File: config.mk
export PLATFORM = sky130hd
export DESIGN_NAME = serial_line_number_classifier_flat
export DESIGN_NICKNAME = d
export VERILOG_FILES = /design/src/slnc_pkg.sv /design/src/slnc_if.sv /design/src/slnc_ram.sv /design/src/serial_line_number_classifier.sv /design/src/flat_wrapper.sv
export SDC_FILE = /design/constraint.sdc
export NUM_CORES = 1
export LEC_CHECK = 0
export ABC_AREA = 1
export ABC_CLOCK_PERIOD_IN_PS = 11430
export BUFFER_PORTS_ARGS = -buffer_cell sky130_fd_sc_hd__buf_4
export CORE_MARGIN = 5
export CORE_UTILIZATION = 40
export CTS_CLUSTER_DIAMETER = 80
export DETAILED_ROUTE_END_ITERATION = 8
export SLEW_MARGIN = 15
export SYNTH_ARGS = -nofsm -noshare
export SYNTH_HDL_FRONTEND = slang
export SYNTH_HIERARCHICAL = 1
export SYNTH_SLANG_ARGS = --single-unit
File: constraint.sdc
create_clock -name clk_i -period 11.43 [get_ports clk_i]
set_input_delay 3.429 -clock clk_i [delete_from_list [all_inputs] [get_ports clk_i]]
set_output_delay 3.429 -clock clk_i [all_outputs]
set_load 0.05 [all_outputs]
File: src/slnc_pkg.sv
`timescale 1ns / 1ps
// ----------------------------------------------------------------------------
// slnc_pkg: shared types and constants of the serial line number classifier
// Character codes, result kinds, line buffer sizing and digit test.
// ----------------------------------------------------------------------------
package slnc_pkg;

  localparam int MAX_LINE = 24;
  localparam int CNT_W    = $clog2(MAX_LINE + 1);
  localparam int IDX_W    = $clog2(MAX_LINE);
  localparam int MANT_W   = 64;

  localparam logic [7:0] CH_ZERO    = 8'h30;
  localparam logic [7:0] CH_COMMA   = 8'h2c;
  localparam logic [7:0] CH_NEWLINE = 8'h0a;
  localparam logic [7:0] CH_MINUS   = 8'h2d;

  localparam logic [2:0] KIND_INT  = 3'd0;
  localparam logic [2:0] KIND_DEC  = 3'd1;
  localparam logic [2:0] KIND_STR  = 3'd2;
  localparam logic [2:0] KIND_CHAR = 3'd3;
  localparam logic [2:0] KIND_FULL = 3'd4;

  function automatic logic is_digit(input logic [7:0] c);
    return (c >= CH_ZERO) && (c <= (CH_ZERO + 8'd9));
  endfunction

endpackage

File: src/slnc_if.sv
`timescale 1ns / 1ps
// ----------------------------------------------------------------------------
// slnc_in_if / slnc_out_if: valid/ready channels of the classifier
// Received byte channel and result channel, each with source and sink views.
// ----------------------------------------------------------------------------
interface slnc_in_if;
  logic       valid;
  logic       ready;
  logic [7:0] rx_byte;

  modport source (output valid, output rx_byte, input ready);
  modport sink   (input valid, input rx_byte, output ready);
endinterface

interface slnc_out_if;
  logic                            valid;
  logic                            ready;
  logic [2:0]                      line_kind;
  logic signed [slnc_pkg::MANT_W-1:0] mantissa;
  logic [4:0]                      fraction_digits;
  logic                            too_big;
  logic [7:0]                      char_out;
  logic                            last;

  modport source (output valid, output line_kind, output mantissa,
                  output fraction_digits, output too_big, output char_out,
                  output last, input ready);
  modport sink   (input valid, input line_kind, input mantissa,
                  input fraction_digits, input too_big, input char_out,
                  input last, output ready);
endinterface

File: src/slnc_ram.sv
`timescale 1ns / 1ps
// ----------------------------------------------------------------------------
// slnc_ram: generic single write, single read RAM
// One write port, one read port with registered read data.
// ----------------------------------------------------------------------------
module slnc_ram #(
  parameter int WIDTH = 8,
  parameter int DEPTH = 24
) (
  input  logic                     clk_i,
  input  logic                     we_i,
  input  logic [$clog2(DEPTH)-1:0] waddr_i,
  input  logic [WIDTH-1:0]         wdata_i,
  input  logic                     re_i,
  input  logic [$clog2(DEPTH)-1:0] raddr_i,
  output logic [WIDTH-1:0]         rdata_o
);

  logic [WIDTH-1:0] mem_q [DEPTH];
  logic [WIDTH-1:0] rdata_q;

  always_ff @(posedge clk_i) begin
    if (we_i) begin
      mem_q[waddr_i] <= wdata_i;
    end
    if (re_i) begin
      rdata_q <= mem_q[raddr_i];
    end
  end

  assign rdata_o = rdata_q;

endmodule

File: src/serial_line_number_classifier.sv
`timescale 1ns / 1ps
// ----------------------------------------------------------------------------
// serial_line_number_classifier: line buffer and number/string classifier
// Buffers received bytes, classifies each line at newline and emits results.
// ----------------------------------------------------------------------------
// A line full or character result is on the output the cycle after its byte.
// Integer/decimal lines walk the buffer: each buffered character takes a RAM
//   read, then one shared multiply-by-ten-and-add step, before the emit.
// String lines give one result per buffered character, each after a buffer read.
// The input is not ready during a walk. Reset clears the line state and the
//   output valid flag; buffer contents are undefined until written.
module serial_line_number_classifier (
  input  logic       clk_i,
  input  logic       rst_ni,
  slnc_in_if.sink    rx_i,
  slnc_out_if.source res_o
);

  localparam int CNT_W  = slnc_pkg::CNT_W;
  localparam int IDX_W  = slnc_pkg::IDX_W;
  localparam int MANT_W = slnc_pkg::MANT_W;

  localparam logic [2:0] ST_IDLE  = 3'd0;
  localparam logic [2:0] ST_NRD   = 3'd1;
  localparam logic [2:0] ST_NACC  = 3'd2;
  localparam logic [2:0] ST_NEMIT = 3'd3;
  localparam logic [2:0] ST_SRD   = 3'd4;
  localparam logic [2:0] ST_SOUT  = 3'd5;

  logic [2:0]       state_q, state_d;
  logic [CNT_W-1:0] fill_q, fill_d;
  logic [CNT_W-1:0] cpos_q, cpos_d;
  logic [4:0]       ccnt_q, ccnt_d;
  logic [CNT_W-1:0] odd_q, odd_d;
  logic             first_minus_q, first_minus_d;
  logic [7:0]       first_char_q, first_char_d;

  logic [IDX_W-1:0]  idx_q, idx_d;
  logic [IDX_W-1:0]  last_idx_q, last_idx_d;
  logic              neg_q, neg_d;
  logic [2:0]        kind_q, kind_d;
  logic [4:0]        frac_q, frac_d;
  logic [MANT_W-1:0] mag_q, mag_d;
  logic              big_q, big_d;

  logic              out_valid_q, out_valid_d;
  logic [2:0]        out_kind_q, out_kind_d;
  logic [MANT_W-1:0] out_mant_q, out_mant_d;
  logic [4:0]        out_frac_q, out_frac_d;
  logic              out_big_q, out_big_d;
  logic [7:0]        out_char_q, out_char_d;
  logic              out_last_q, out_last_d;

  logic             out_free, in_ready, in_fire;
  logic [7:0]       c;
  logic             ram_we, ram_re;
  logic [7:0]       ram_rdata;

  logic [CNT_W-1:0] odd_w;
  logic             odd0, cp_nz, multi, is_dec, is_str, is_int;
  logic [CNT_W:0]   cp_plus1, frac_w;
  logic             line_neg;

  logic [MANT_W+3:0] prod;
  logic [MANT_W-1:0] limit;

  assign out_free = !out_valid_q || res_o.ready;
  assign in_ready = (state_q == ST_IDLE) && out_free;
  assign in_fire  = rx_i.valid && in_ready;
  assign c        = rx_i.rx_byte;

  assign ram_we = in_fire && (c != slnc_pkg::CH_NEWLINE)
                  && (fill_q < CNT_W'(slnc_pkg::MAX_LINE));
  assign ram_re = (state_q == ST_NRD) || (state_q == ST_SRD);

  slnc_ram #(
    .WIDTH (8),
    .DEPTH (slnc_pkg::MAX_LINE)
  ) u_buf (
    .clk_i   (clk_i),
    .we_i    (ram_we),
    .waddr_i (fill_q[IDX_W-1:0]),
    .wdata_i (c),
    .re_i    (ram_re),
    .raddr_i (idx_q),
    .rdata_o (ram_rdata)
  );

  // line classification from the running counters
  assign line_neg = first_minus_q && (fill_q != '0);
  assign odd_w    = odd_q - CNT_W'(line_neg);
  assign odd0     = (odd_w == '0);
  assign cp_nz    = (cpos_q != '0);
  assign multi    = (fill_q > CNT_W'(1));
  assign is_dec   = odd0 && cp_nz && (ccnt_q == 5'd1);
  assign is_str   = (odd0 && cp_nz) || (!odd0 && multi);
  assign is_int   = odd0;
  assign cp_plus1 = {1'b0, cpos_q} + (CNT_W+1)'(1);
  assign frac_w   = ({1'b0, fill_q} > cp_plus1) ? ({1'b0, fill_q} - cp_plus1) : '0;

  // shared step: mag * 10 + digit, checked against the saturation limit
  assign prod  = ({4'b0, mag_q} << 3) + ({4'b0, mag_q} << 1)
                 + (MANT_W+4)'(ram_rdata - slnc_pkg::CH_ZERO);
  assign limit = neg_q ? {1'b1, {(MANT_W-1){1'b0}}} : {1'b0, {(MANT_W-1){1'b1}}};

  always_comb begin
    state_d       = state_q;
    fill_d        = fill_q;
    cpos_d        = cpos_q;
    ccnt_d        = ccnt_q;
    odd_d         = odd_q;
    first_minus_d = first_minus_q;
    first_char_d  = first_char_q;
    idx_d         = idx_q;
    last_idx_d    = last_idx_q;
    neg_d         = neg_q;
    kind_d        = kind_q;
    frac_d        = frac_q;
    mag_d         = mag_q;
    big_d         = big_q;

    out_valid_d = out_valid_q && !res_o.ready;
    out_kind_d  = out_kind_q;
    out_mant_d  = out_mant_q;
    out_frac_d  = out_frac_q;
    out_big_d   = out_big_q;
    out_char_d  = out_char_q;
    out_last_d  = out_last_q;

    case (state_q)
      ST_IDLE: begin
        if (in_fire) begin
          if (c != slnc_pkg::CH_NEWLINE) begin
            if (c == slnc_pkg::CH_COMMA) begin
              if (ccnt_q != 5'd31) begin
                ccnt_d = ccnt_q + 5'd1;
              end
              cpos_d = fill_q;
            end
            if (ram_we) begin
              fill_d = fill_q + CNT_W'(1);
              if (!slnc_pkg::is_digit(c) && (c != slnc_pkg::CH_COMMA)) begin
                odd_d = odd_q + CNT_W'(1);
              end
              if (fill_q == '0) begin
                first_minus_d = (c == slnc_pkg::CH_MINUS);
                first_char_d  = c;
              end
            end else begin
              out_valid_d = 1'b1;
              out_kind_d  = slnc_pkg::KIND_FULL;
              out_mant_d  = '0;
              out_frac_d  = '0;
              out_big_d   = 1'b0;
              out_char_d  = '0;
              out_last_d  = 1'b1;
            end
          end else begin
            if (fill_q != '0) begin
              last_idx_d = IDX_W'(fill_q - CNT_W'(1));
              mag_d      = '0;
              big_d      = 1'b0;
              neg_d      = line_neg;
              if (is_dec || (!is_str && is_int)) begin
                kind_d = is_dec ? slnc_pkg::KIND_DEC : slnc_pkg::KIND_INT;
                frac_d = is_dec ? frac_w[4:0] : 5'd0;
                idx_d  = line_neg ? IDX_W'(1) : '0;
                // a lone minus has no digits to walk
                state_d = (line_neg && !multi) ? ST_NEMIT : ST_NRD;
              end else if (is_str) begin
                idx_d   = '0;
                state_d = ST_SRD;
              end else begin
                out_valid_d = 1'b1;
                out_kind_d  = slnc_pkg::KIND_CHAR;
                out_mant_d  = '0;
                out_frac_d  = '0;
                out_big_d   = 1'b0;
                out_char_d  = first_char_q;
                out_last_d  = 1'b1;
              end
            end
            fill_d        = '0;
            cpos_d        = '0;
            ccnt_d        = '0;
            odd_d         = '0;
            first_minus_d = 1'b0;
          end
        end
      end
      ST_NRD: begin
        state_d = ST_NACC;
      end
      ST_NACC: begin
        if (slnc_pkg::is_digit(ram_rdata) && !big_q) begin
          if (prod > {4'b0, limit}) begin
            big_d = 1'b1;
            mag_d = limit;
          end else begin
            mag_d = prod[MANT_W-1:0];
          end
        end
        if (idx_q == last_idx_q) begin
          state_d = ST_NEMIT;
        end else begin
          idx_d   = idx_q + IDX_W'(1);
          state_d = ST_NRD;
        end
      end
      ST_NEMIT: begin
        if (out_free) begin
          out_valid_d = 1'b1;
          out_kind_d  = kind_q;
          out_mant_d  = neg_q ? ('0 - mag_q) : mag_q;
          out_frac_d  = frac_q;
          out_big_d   = big_q;
          out_char_d  = '0;
          out_last_d  = 1'b1;
          state_d     = ST_IDLE;
        end
      end
      ST_SRD: begin
        state_d = ST_SOUT;
      end
      ST_SOUT: begin
        if (out_free) begin
          out_valid_d = 1'b1;
          out_kind_d  = slnc_pkg::KIND_STR;
          out_mant_d  = '0;
          out_frac_d  = '0;
          out_big_d   = 1'b0;
          out_char_d  = ram_rdata;
          out_last_d  = (idx_q == last_idx_q);
          if (idx_q == last_idx_q) begin
            state_d = ST_IDLE;
          end else begin
            idx_d   = idx_q + IDX_W'(1);
            state_d = ST_SRD;
          end
        end
      end
      default: begin
        state_d = ST_IDLE;
      end
    endcase
  end

  always_ff @(posedge clk_i or negedge rst_ni) begin
    if (!rst_ni) begin
      state_q       <= ST_IDLE;
      fill_q        <= '0;
      cpos_q        <= '0;
      ccnt_q        <= '0;
      odd_q         <= '0;
      first_minus_q <= 1'b0;
      out_valid_q   <= 1'b0;
    end else begin
      state_q       <= state_d;
      fill_q        <= fill_d;
      cpos_q        <= cpos_d;
      ccnt_q        <= ccnt_d;
      odd_q         <= odd_d;
      first_minus_q <= first_minus_d;
      out_valid_q   <= out_valid_d;
    end
  end

  always_ff @(posedge clk_i) begin
    first_char_q <= first_char_d;
    idx_q        <= idx_d;
    last_idx_q   <= last_idx_d;
    neg_q        <= neg_d;
    kind_q       <= kind_d;
    frac_q       <= frac_d;
    mag_q        <= mag_d;
    big_q        <= big_d;
    out_kind_q   <= out_kind_d;
    out_mant_q   <= out_mant_d;
    out_frac_q   <= out_frac_d;
    out_big_q    <= out_big_d;
    out_char_q   <= out_char_d;
    out_last_q   <= out_last_d;
  end

  assign rx_i.ready            = in_ready;
  assign res_o.valid           = out_valid_q;
  assign res_o.line_kind       = out_kind_q;
  assign res_o.mantissa        = out_mant_q;
  assign res_o.fraction_digits = out_frac_q;
  assign res_o.too_big         = out_big_q;
  assign res_o.char_out        = out_char_q;
  assign res_o.last            = out_last_q;

endmodule

File: src/flat_wrapper.sv
// flat-port wrapper written by rule: the top's interface ports become plain ports
module serial_line_number_classifier_flat 
  (clk_i, rst_ni, rx_i_valid, rx_i_rx_byte, rx_i_ready, res_o_valid, res_o_line_kind, res_o_mantissa, res_o_fraction_digits, res_o_too_big, res_o_char_out, res_o_last, res_o_ready);
  slnc_in_if rx_i_i ();
  slnc_out_if res_o_i ();
  input  logic clk_i;
  input  logic rst_ni;
  input wire logic [$bits(rx_i_i.valid)-1:0] rx_i_valid;
  input wire logic [$bits(rx_i_i.rx_byte)-1:0] rx_i_rx_byte;
  output wire logic [$bits(rx_i_i.ready)-1:0] rx_i_ready;
  output wire logic [$bits(res_o_i.valid)-1:0] res_o_valid;
  output wire logic [$bits(res_o_i.line_kind)-1:0] res_o_line_kind;
  output wire logic [$bits(res_o_i.mantissa)-1:0] res_o_mantissa;
  output wire logic [$bits(res_o_i.fraction_digits)-1:0] res_o_fraction_digits;
  output wire logic [$bits(res_o_i.too_big)-1:0] res_o_too_big;
  output wire logic [$bits(res_o_i.char_out)-1:0] res_o_char_out;
  output wire logic [$bits(res_o_i.last)-1:0] res_o_last;
  input wire logic [$bits(res_o_i.ready)-1:0] res_o_ready;
  assign rx_i_i.valid = rx_i_valid;
  assign rx_i_i.rx_byte = rx_i_rx_byte;
  assign rx_i_ready = rx_i_i.ready;
  assign res_o_valid = res_o_i.valid;
  assign res_o_line_kind = res_o_i.line_kind;
  assign res_o_mantissa = res_o_i.mantissa;
  assign res_o_fraction_digits = res_o_i.fraction_digits;
  assign res_o_too_big = res_o_i.too_big;
  assign res_o_char_out = res_o_i.char_out;
  assign res_o_last = res_o_i.last;
  assign res_o_i.ready = res_o_ready;
  serial_line_number_classifier u_core (.clk_i(clk_i), .rst_ni(rst_ni), .rx_i(rx_i_i), .res_o(res_o_i));
endmodule
# Yosys cells after proc, flatten, opt, wreduce, memory -nomap -nowiden
# Memory sizes are Yosys's and may differ from the RTL's. A register that Yosys moved wholly into a read port is not among the register bits.
# Cells that the tools add are included.
# totals
mem_count	1
mem_bits_rw	192
out_inout_bits	84
reg_bits	199
in_bits	12
word_cells	233
# mem_list
name	depth	width	rd	rd_ports_with_merged_regs	wr	line	source
u_core.u_buf.mem_q	24	8	1	1	1	slnc_ram.sv:19	logic [WIDTH-1:0] mem_q [DEPTH];
# classes
mux	112
n_eq_ne	29
bitwise_logic	1
n_lt_le_gt_ge	8
n_reduce_logical	49
addsub	12
# ops
operator	n
$mux 64	15
$pmux 64 s3	1
$pmux 64 s2	1
$mux 5	25
$add 67x65->68	1
$add 68x68->68	1
$gt 68x64->1	1
$mux 8	8
$sub 1x64->64 const A	1
$mux 3	16
$mux 1	35
$pmux 5 s3	2
$pmux 8 s3	1
$add 5x1->5 const B	4
$pmux 3 s6	1
$reduce_and 6->1	3
$eq 8x6->1 const B	2
$ge 8x6->1 const B	2
$le 8x6->1 const B	2
$reduce_and 4->1	4
$logic_and 1x1->1	15
$reduce_and 5->1	3
$ne 2x1->1 const B	6
$ne 2x2->1 const B	6
other kinds (34)	55

# Logic depth before layout (Yosys ltp)
# Gate-level depths: netlist (run 1).
# depth
word_depth	15
ltp_mapped	37
mapped_depth_nobuf	37

# Cells and area by module
# The synthesis (run 1) kept the hierarchy.
# by_module_without_submodules
module	cells_per_inst	seq_area_each_um2	n_inst	area_per_inst_um2
serial_line_number_classifier	2312	5790.6	1	18492.7
slnc_ram	762	6005.8	1	8450.6

# Least setup slack after synthesis (run 1)
# Ideal clock, no wire load.
# synth_path
path_type	input-to-reg
from	input port res_o_ready
to	register u_core.out_char_q[0], in the netlist u_core/res_o.char_out[0] (enable)
setup_time_ns	0.643
path_slack_ns	1.262
n_path_buf	0
required_time_ns	10.787
stages	2
arrival_ns	9.526
cell_sequence	nor2_1 o31ai_1
# synth_between
elab_chain_cells	7
word_cells_on_any_way	10
cone_classes	eq/ne (4); reduce/logical (6)
# synth_rtl
element	line	source
start, declared	flat_wrapper.sv:18	input wire logic [$bits(res_o_i.ready)-1:0] res_o_ready;
$logic_or 1x1->1 (*)	serial_line_number_classifier.sv:67	assign out_free = !out_valid_q || res_o.ready;
$logic_and 1x1->1	serial_line_number_classifier.sv:68	assign in_ready = (state_q == ST_IDLE) && out_free;
$logic_and 1x1->1	serial_line_number_classifier.sv:69	assign in_fire = rx_i.valid && in_ready;
$logic_and 1x1->1	serial_line_number_classifier.sv:72	assign ram_we = in_fire && (c != slnc_pkg::CH_NEWLINE)
$logic_and 1x1->1	serial_line_number_classifier.sv:73	&& (fill_q < CNT_W'(slnc_pkg::MAX_LINE));
$ne 3x3->1 (no line)	-	
$reduce_and 8->1 (no line) (*)	-	
end signal, assigned	serial_line_number_classifier.sv:281	out_char_q <= out_char_d;
end, declared	serial_line_number_classifier.sv:51	logic [7:0] out_char_q, out_char_d;
# Every way passes the cells marked *; elsewhere a longest branch is shown, timed or not.
# A chain may end at the register's enable or synchronous reset.

# Final worst setup path (run 1)
# layout_path
from	input port res_o_ready
to	output port rx_i_ready
# layout_between
elab_chain_cells	2
# layout_rtl
element	line	source
$logic_or 1x1->1	serial_line_number_classifier.sv:67	
$logic_and 1x1->1	serial_line_number_classifier.sv:68	
end, declared	flat_wrapper.sv:10	output wire logic [$bits(rx_i_i.ready)-1:0] rx_i_ready;
# Every way passes these cells.

==> qor.csv, run 1 <==
stage,metric,value,unit
outcome,status,"complete, no violations",
worst_setup_path,crit_cells,4,
worst_setup_path,worstSetupPathType,input port to output pin,
timing,rsz0062_at_grt,no,
yosys,synthesis.area,26900,um2
timing,period_share,66.9,%
detailed_routing,wl_per_cell,18.2,um
clock_network,postCtsHoldBufs,0,
timing,hold_viol_final,0,
yosys,ys_ff_latch,397,
floorplan,die_height,270,um
worst_setup_path,cp_top_family,simple AND/OR/NAND/NOR gates,
timing,drv_slew,0,
detailed_routing,dr.pass1.iters,5,
clock_network,clkTransAtPathRegs,0.06,ns
clock_network,clock_path_buffers,3,
worst_setup_path,crit_arrival,4.22,ns
clock_network,post_cts_buffers,0,
global_route,grt_pass1_wl,116,mm
clock_network,ctsResizeCount,0,
timing,timing.setup.tns,0,ns
detailed_routing,drt_iter0_markers,1679,
worst_setup_path,path_buf_inv,2,
detailed_routing,drt-total-wl,74.0,mm
yosys,syn-num-nets,3301,
timing,min_period,7.65,ns
clock_network,cts_sinks,397,
worst_setup_path,cpPeakStageDelay,0.33,ns
clock_network,insertion_delay,0.61,ns
timing,tightest_slew,1.16,ns
yosys,synth-edff-count,372,
global_route,grt_overflow,0,
run,drv_cap,0,
worst_setup_path,r2r_end,u_core/mag_q[32],
worst_setup_path,cp.required,8.00,ns
clock_network,htreeDepth,2,
detailed_routing,ant_nets,0,
timing,fin_skew,0.0244,ns
final_layout,area_growth,10.7,%
final_layout,fillCellCount,6677,
yosys,syn_inst,3074,
floorplan,core,67000,um2
yosys,async_reset_ff_share,6.30,%
yosys,ys_seq_area_share,43.8,%
worst_setup_path,r2r_cells,25,
worst_setup_path,critical_path.slowest_cell,nor2_1,
placement,gp_congestion,0.938,
worst_setup_path,critPathLaunch,res_o_ready,
timing,setup_violations,0,
worst_setup_path,crit_path_end,rx_i_ready,
global_route,antenna_found_initial,1,
final_layout,instances_no_fill,4063,
worst_setup_path,path_max_fanout,4,
floorplan,num_rows,95,
worst_setup_path,end_kind,output pin,
timing,slew_headroom,22.6,%
final_layout,drive_above_1_share,11.4,%
global_route,grt_usage,19.9,%
clock_network,root_buffer,clkbuf_16,
floorplan,fp.dieArea,72600,um2
yosys,syn_avg_cell_area,8.76,um2
global_route,grt_pass1_vias,20675,
placement,dp_cells,3979,
final_layout,nNetsFinal,3382,
worst_setup_path,setup.reg_to_reg.worst_slack,4.14,ns
placement,dp_hpwl,53.4,mm
detailed_routing,drc,0,
floorplan,start_util,40.2,%
yosys,yosysUniqueCellTypes,54,
worst_setup_path,crit_path_cell_trace,"buf_4, nor2_1, nor2_1, buf_4",
final_layout,diodes,0,
detailed_routing,vias,21317,
final_layout,fin_util,44.5,%
clock_network,cts_made_buffers,47,
placement,portBuffers,95,
clock_network,cts_tree,yes,
worst_setup_path,worstSetupStartpointType,input port,
floorplan,ioPinCount,96,
floorplan,die_x,270,um
detailed_routing,vias_per_cell,5.25,
timing,fmax,131,MHz
global_route,grt_max_degree,93,
yosys,synth_flop_cell,edfxtp_1,
worst_setup_path,r2r-start,u_core/u_buf/rdata_o[4],
min_path,hold_path.class,register to register,
yosys,synth_warnings,6,
per-stage QoR:
| stage | setup slack (ns) | cell area (um2) | hold WS [ns] |
|---|---|---|---|
| finish | 3.78 | 29800 | 0.549 |
| global route | 3.68 | 29800 | 0.572 |
| CTS | 3.79 | 29800 | 0.554 |
| detailed placement | 3.79 | 28400 | 0.540 |
| global placement | 3.85 | 28400 | 0.528 |
| floorplan | 1.26 | 26900 | 0.496 |
worst reg2reg max path: stages (launching register included):
cell	delay, ns
edfxtp_1	0.42
ha_1	0.30
nor2_4	0.84
buf_4	0.57
fa_1	0.56
ha_1	0.37
a21oi_1	0.24
o21ai_0	0.23
a21oi_1	0.35
nand3_1	0.22
xor2_1	0.30
ha_1	0.30
nand2_1	0.07
nor2_1	0.04
a211oi_1	0.24
o21ai_0	0.19
a21oi_1	0.24
nand2_1	0.12
nand2_1	0.07
nand2_1	0.04
nand2_1	0.06
nand2_1	0.08
nand2_4	0.07
nand2_1	0.09
nand2_4	0.80
a21oi_2	0.21
layer usage:
metal	part of all wire [%]	wire, um	global-route usage [%]
met1	44	32500	26.4
met2	47	34800	33.7
met3	5.9	4340	3.12
met4	3.1	2310	6.11
met5	0	0	0
layout by cell type (no fill, tap or decap), types with 11 or more instances in the layout:
master,instances
buf_4,113
clkinv_2,12
edfxtp_1,372
nand3_1,207
xnor2_1,23
nand2_1,632
nand3_2,61
dfrtp_1,25
o21ai_0,134
and3_1,13
xor2_1,44
nor2_2,14
nand4_1,20
o211ai_1,20
nor2_1,331
fa_1,64
a31oi_1,12
inv_1,389
nand2_2,13
ha_1,151
nor4_1,27
clkbuf_16,47
a21oi_1,193
a21oi_2,60
nor3_1,60
a21o_1,11
inv_2,19
o21ai_1,19
o21bai_1,11
sequential cells by signal, summed over array words and instances, names as in the netlist, 3 cells and up:
signal,count
u_core/res_o.char_out,8
u_core/res_o.mantissa,64
u_core/mag_q,64
u_core/res_o.fraction_digits,5
u_core/cpos_q,5
u_core/ccnt_q,5
u_core/u_buf/rdata_o,8
u_core/idx_q,5
u_core/last_idx_q,5
u_core/u_buf/mem_q,192
u_core/state_q,3
u_core/odd_q,5
u_core/res_o.line_kind,3
u_core/fill_q,5
u_core/first_char_q,8
u_core/frac_q,5
worst min path at each step:
| stage | cells after the start | from | endpoint |
|---|---|---|---|
| floorplan | 2 | u_core/kind_q[0] | u_core/res_o.line_kind[0] |
| detailed placement | 2 | u_core/cpos_q[0] | u_core/cpos_q[0] |
| global route | 2 | u_core/cpos_q[1] | u_core/cpos_q[1] |
| CTS | 2 | u_core/cpos_q[0] | u_core/cpos_q[0] |
| global placement | 2 | u_core/odd_q[4] | u_core/odd_q[4] |
| finish | 2 | u_core/cpos_q[0] | u_core/cpos_q[0] |
synthesized netlist by cell type, types with 26 or more instances:
cell,count,area (um2)
nor3_1,61,305
xor2_1,44,385
a21oi_1,194,971
nand2_1,633,2380
nor2_1,332,1250
inv_1,390,1460
nor4_1,27,169
buf_2,26,130
fa_1,64,1280
a21oi_2,60,526
edfxtp_1,372,11200
o21ai_0,134,671
ha_1,151,1890
nand3_2,61,611
nand3_1,207,1040
layout make-up:
type / instances / area, um2 / share of cell area [%]
clock buffer: 56 / 1210 / 4.06
clock inverter: 28 / 253 / 0.848
inverter: 410 / 1540 / 5.17
multi-input combinational: 2186 / 13100 / 43.9
sequential: 397 / 11800 / 39.6
tap: 873 / 1090 / 3.66
timing repair buffer: 113 / 848 / 2.84
cells by family (layout without fill, tap and decap cells):
kind of cell               after synthesis  count (layout)  share of synthesized area, %
adders and majority gates              215             215                          11.8
xor gates and xnor gates                67              67                          2.18
buffers and inverters                  491             607                          7.84
and+or+nand+nor                       1408            1408                          23.5
AOI/OAI and AO/OA                      496             496                          10.9
DFF                                    397             397                          43.8
Power of run 1 is left out: the tool's default activity adds up to more than one toggle a clock period on the data nets, which glitch-free logic cannot reach.
==> run 2: changes to the inputs <==
ABC_CLOCK_PERIOD_IN_PS = 7280   (was 11430)
clock period = 7.28 ns   (was 11.43 ns; I/O delays follow)
==> qor.csv, run 2 (synthesized netlist as in run 1, its figures left out) <==
stage,metric,value,unit
final_layout,largest_register_ffs,192,
floorplan,die_height,270,um
clock_network,htreeDepth,2,
detailed_routing,ant_nets,0,
clock_network,root_buffer,clkbuf_16,
timing,timing.setup.tns,0,ns
floorplan,ioPinCount,96,
global_route,grt_pass1_vias,20681,
outcome,status,"complete, no violations",
floorplan,die_x,270,um
clock_network,post_cts_buffers,0,
detailed_routing,wl_per_cell,18.3,um
clock_network,cts_sinks,397,
clock_network,cts_tree,yes,
timing,period_share,84.7,%
placement,gp_congestion,0.994,
final_layout,top_register,u_core/u_buf/mem_q,
timing,min_period,6.17,ns
timing,fmax,162,MHz
final_layout,final_common_cell,nand2_1,
detailed_routing,drt_iter0_markers,1661,
worst_setup_path,critical_path.slowest_cell,fa_1,
final_layout,layout_common_cells,"nand2_1, inv_1, edfxtp_1, nor2_1, nand3_1",
clock_network,clkTransAtPathRegs,0.06,ns
clock_network,ctsResizeCount,0,
worst_setup_path,worstSetupPathType,register to register,
worst_setup_path,worstSetupStartpointType,register,
final_layout,drive_above_1_share,11.4,%
clock_network,insertion_delay,0.61,ns
detailed_routing,vias,21321,
clock_network,clock_path_buffers,3,
timing,hold_viol_final,0,
final_layout,stdcell_area,29900,um2
floorplan,core,67000,um2
worst_setup_path,cp_common_cell,nand2_1,
timing,rsz0062_at_grt,no,
timing,slew_headroom,34.0,%
final_layout,nNetsFinal,3390,
global_route,grt_max_degree,68,
worst_setup_path,r2r-start,u_core/u_buf/rdata_o[4],
worst_setup_path,critPathLaunch,u_core/u_buf/rdata_o[4],
placement,dp_slack,1.17,ns
floorplan,start_util,40.2,%
detailed_routing,vias_per_cell,5.24,
global_route,grt_pass1_wl,117,mm
global_route,antenna_found_initial,0,
detailed_routing,drt-total-wl,74.3,mm
global_route,grt_overflow,0,
global_route,grt_usage,20.0,%
clock_network,postCtsHoldBufs,0,
worst_setup_path,cp.required,7.59,ns
clock_network,cts_made_buffers,45,
worst_setup_path,crit_arrival,6.47,ns
placement,place_area,28500,um2
run,drv_cap,0,
floorplan,fp.dieArea,72600,um2
final_layout,area_growth,11.1,%
timing,setup_violations,0,
timing,worst_slack,1.11,ns
worst_setup_path,path_max_fanout,45,
timing,tightest_slew,0.988,ns
detailed_routing,dr.pass1.iters,6,
floorplan,num_rows,95,
min_path,hold_start,u_core/odd_q[4],
placement,portBuffers,95,
placement,dp_hpwl,54.6,mm
min_path,hold_path.class,register to register,
timing,fin_skew,0.0423,ns
worst_setup_path,cpPeakStageDelay,0.48,ns
worst_setup_path,end_kind,register,
detailed_routing,drc,0,
timing,drv_slew,0,
-- run 2: cell types whose count changed in the layout (fill, tap and decap cells not counted), sizes merged --
cell | before | now
buf | 113 | 123
clkinv | 23 | 16
clkbuf | 56 | 59
bufinv | 1 | 3
clkinvlp | 3 | 1
diode | 0 | 1
inv | 411 | 410
-- run 2: per-stage QoR --
| stage | util, % | hold WS, ns | instances |
|---|---|---|---|
| after floorplan | - | 0.496 | 3074 |
| after global placement | 42.5 | 0.518 | 3989 |
| after detailed placement | 42.5 | 0.535 | 3989 |
| after CTS | 44.6 | 0.551 | 4068 |
| after global routing | 44.6 | 0.574 | 4068 |
| final | 44.7 | 0.546 | 4069 |
-- run 2: area by class of cell --
type	count	area [um2]
Antenna cell	1	2.50
Tap cell	873	1090
Clock inverter	20	250
Timing Repair Buffer	123	973
Sequential cell	397	11800
Fill cell	6679	37100
Inverter	410	1540
Clock buffer	59	1200
Multi-Input combinational cell	2186	13100
-- run 2: final timing paths --
| check | end | slack [ns] | cells after the start |
|---|---|---|---|
| worst max-delay path | u_core/mag_q[42] | 1.11 | 30 |
| worst min-delay path | u_core/odd_q[4] | 0.55 | 2 |
| worst max register to register | u_core/mag_q[42] | 1.11 | 30 |
| worst min register to register | u_core/odd_q[4] | 0.55 | 2 |
| max in group asynchronous | u_core/cpos_q[0] | 5.50 | 1 |
| min in group asynchronous | u_core/fill_q[0] | 1.49 | 1 |
-- run 2: metal layers --
layer,part of all wire [%],track usage [%],vias to the layer above
met4,2.9,5.45,0
met1,44,27.0,10056
met3,5.4,2.59,121
met2,47,34.2,582
li1,-,-,10562
met5,0,0,-
-- run 2: worst max-delay path, delay by kind of cell, from the launching register on --
kind                     cells  cell delay [ns]
adder cells (fa/ha/maj)      4             1.45
XOR/XNOR                     1             0.28
flip-flops                   1             0.43
AND/OR/NAND/NOR             16             1.49
buffers and inverters        2             0.68
AO/OA/AOI/OAI                7             1.48
Power of run 2 is left out for the same reason.
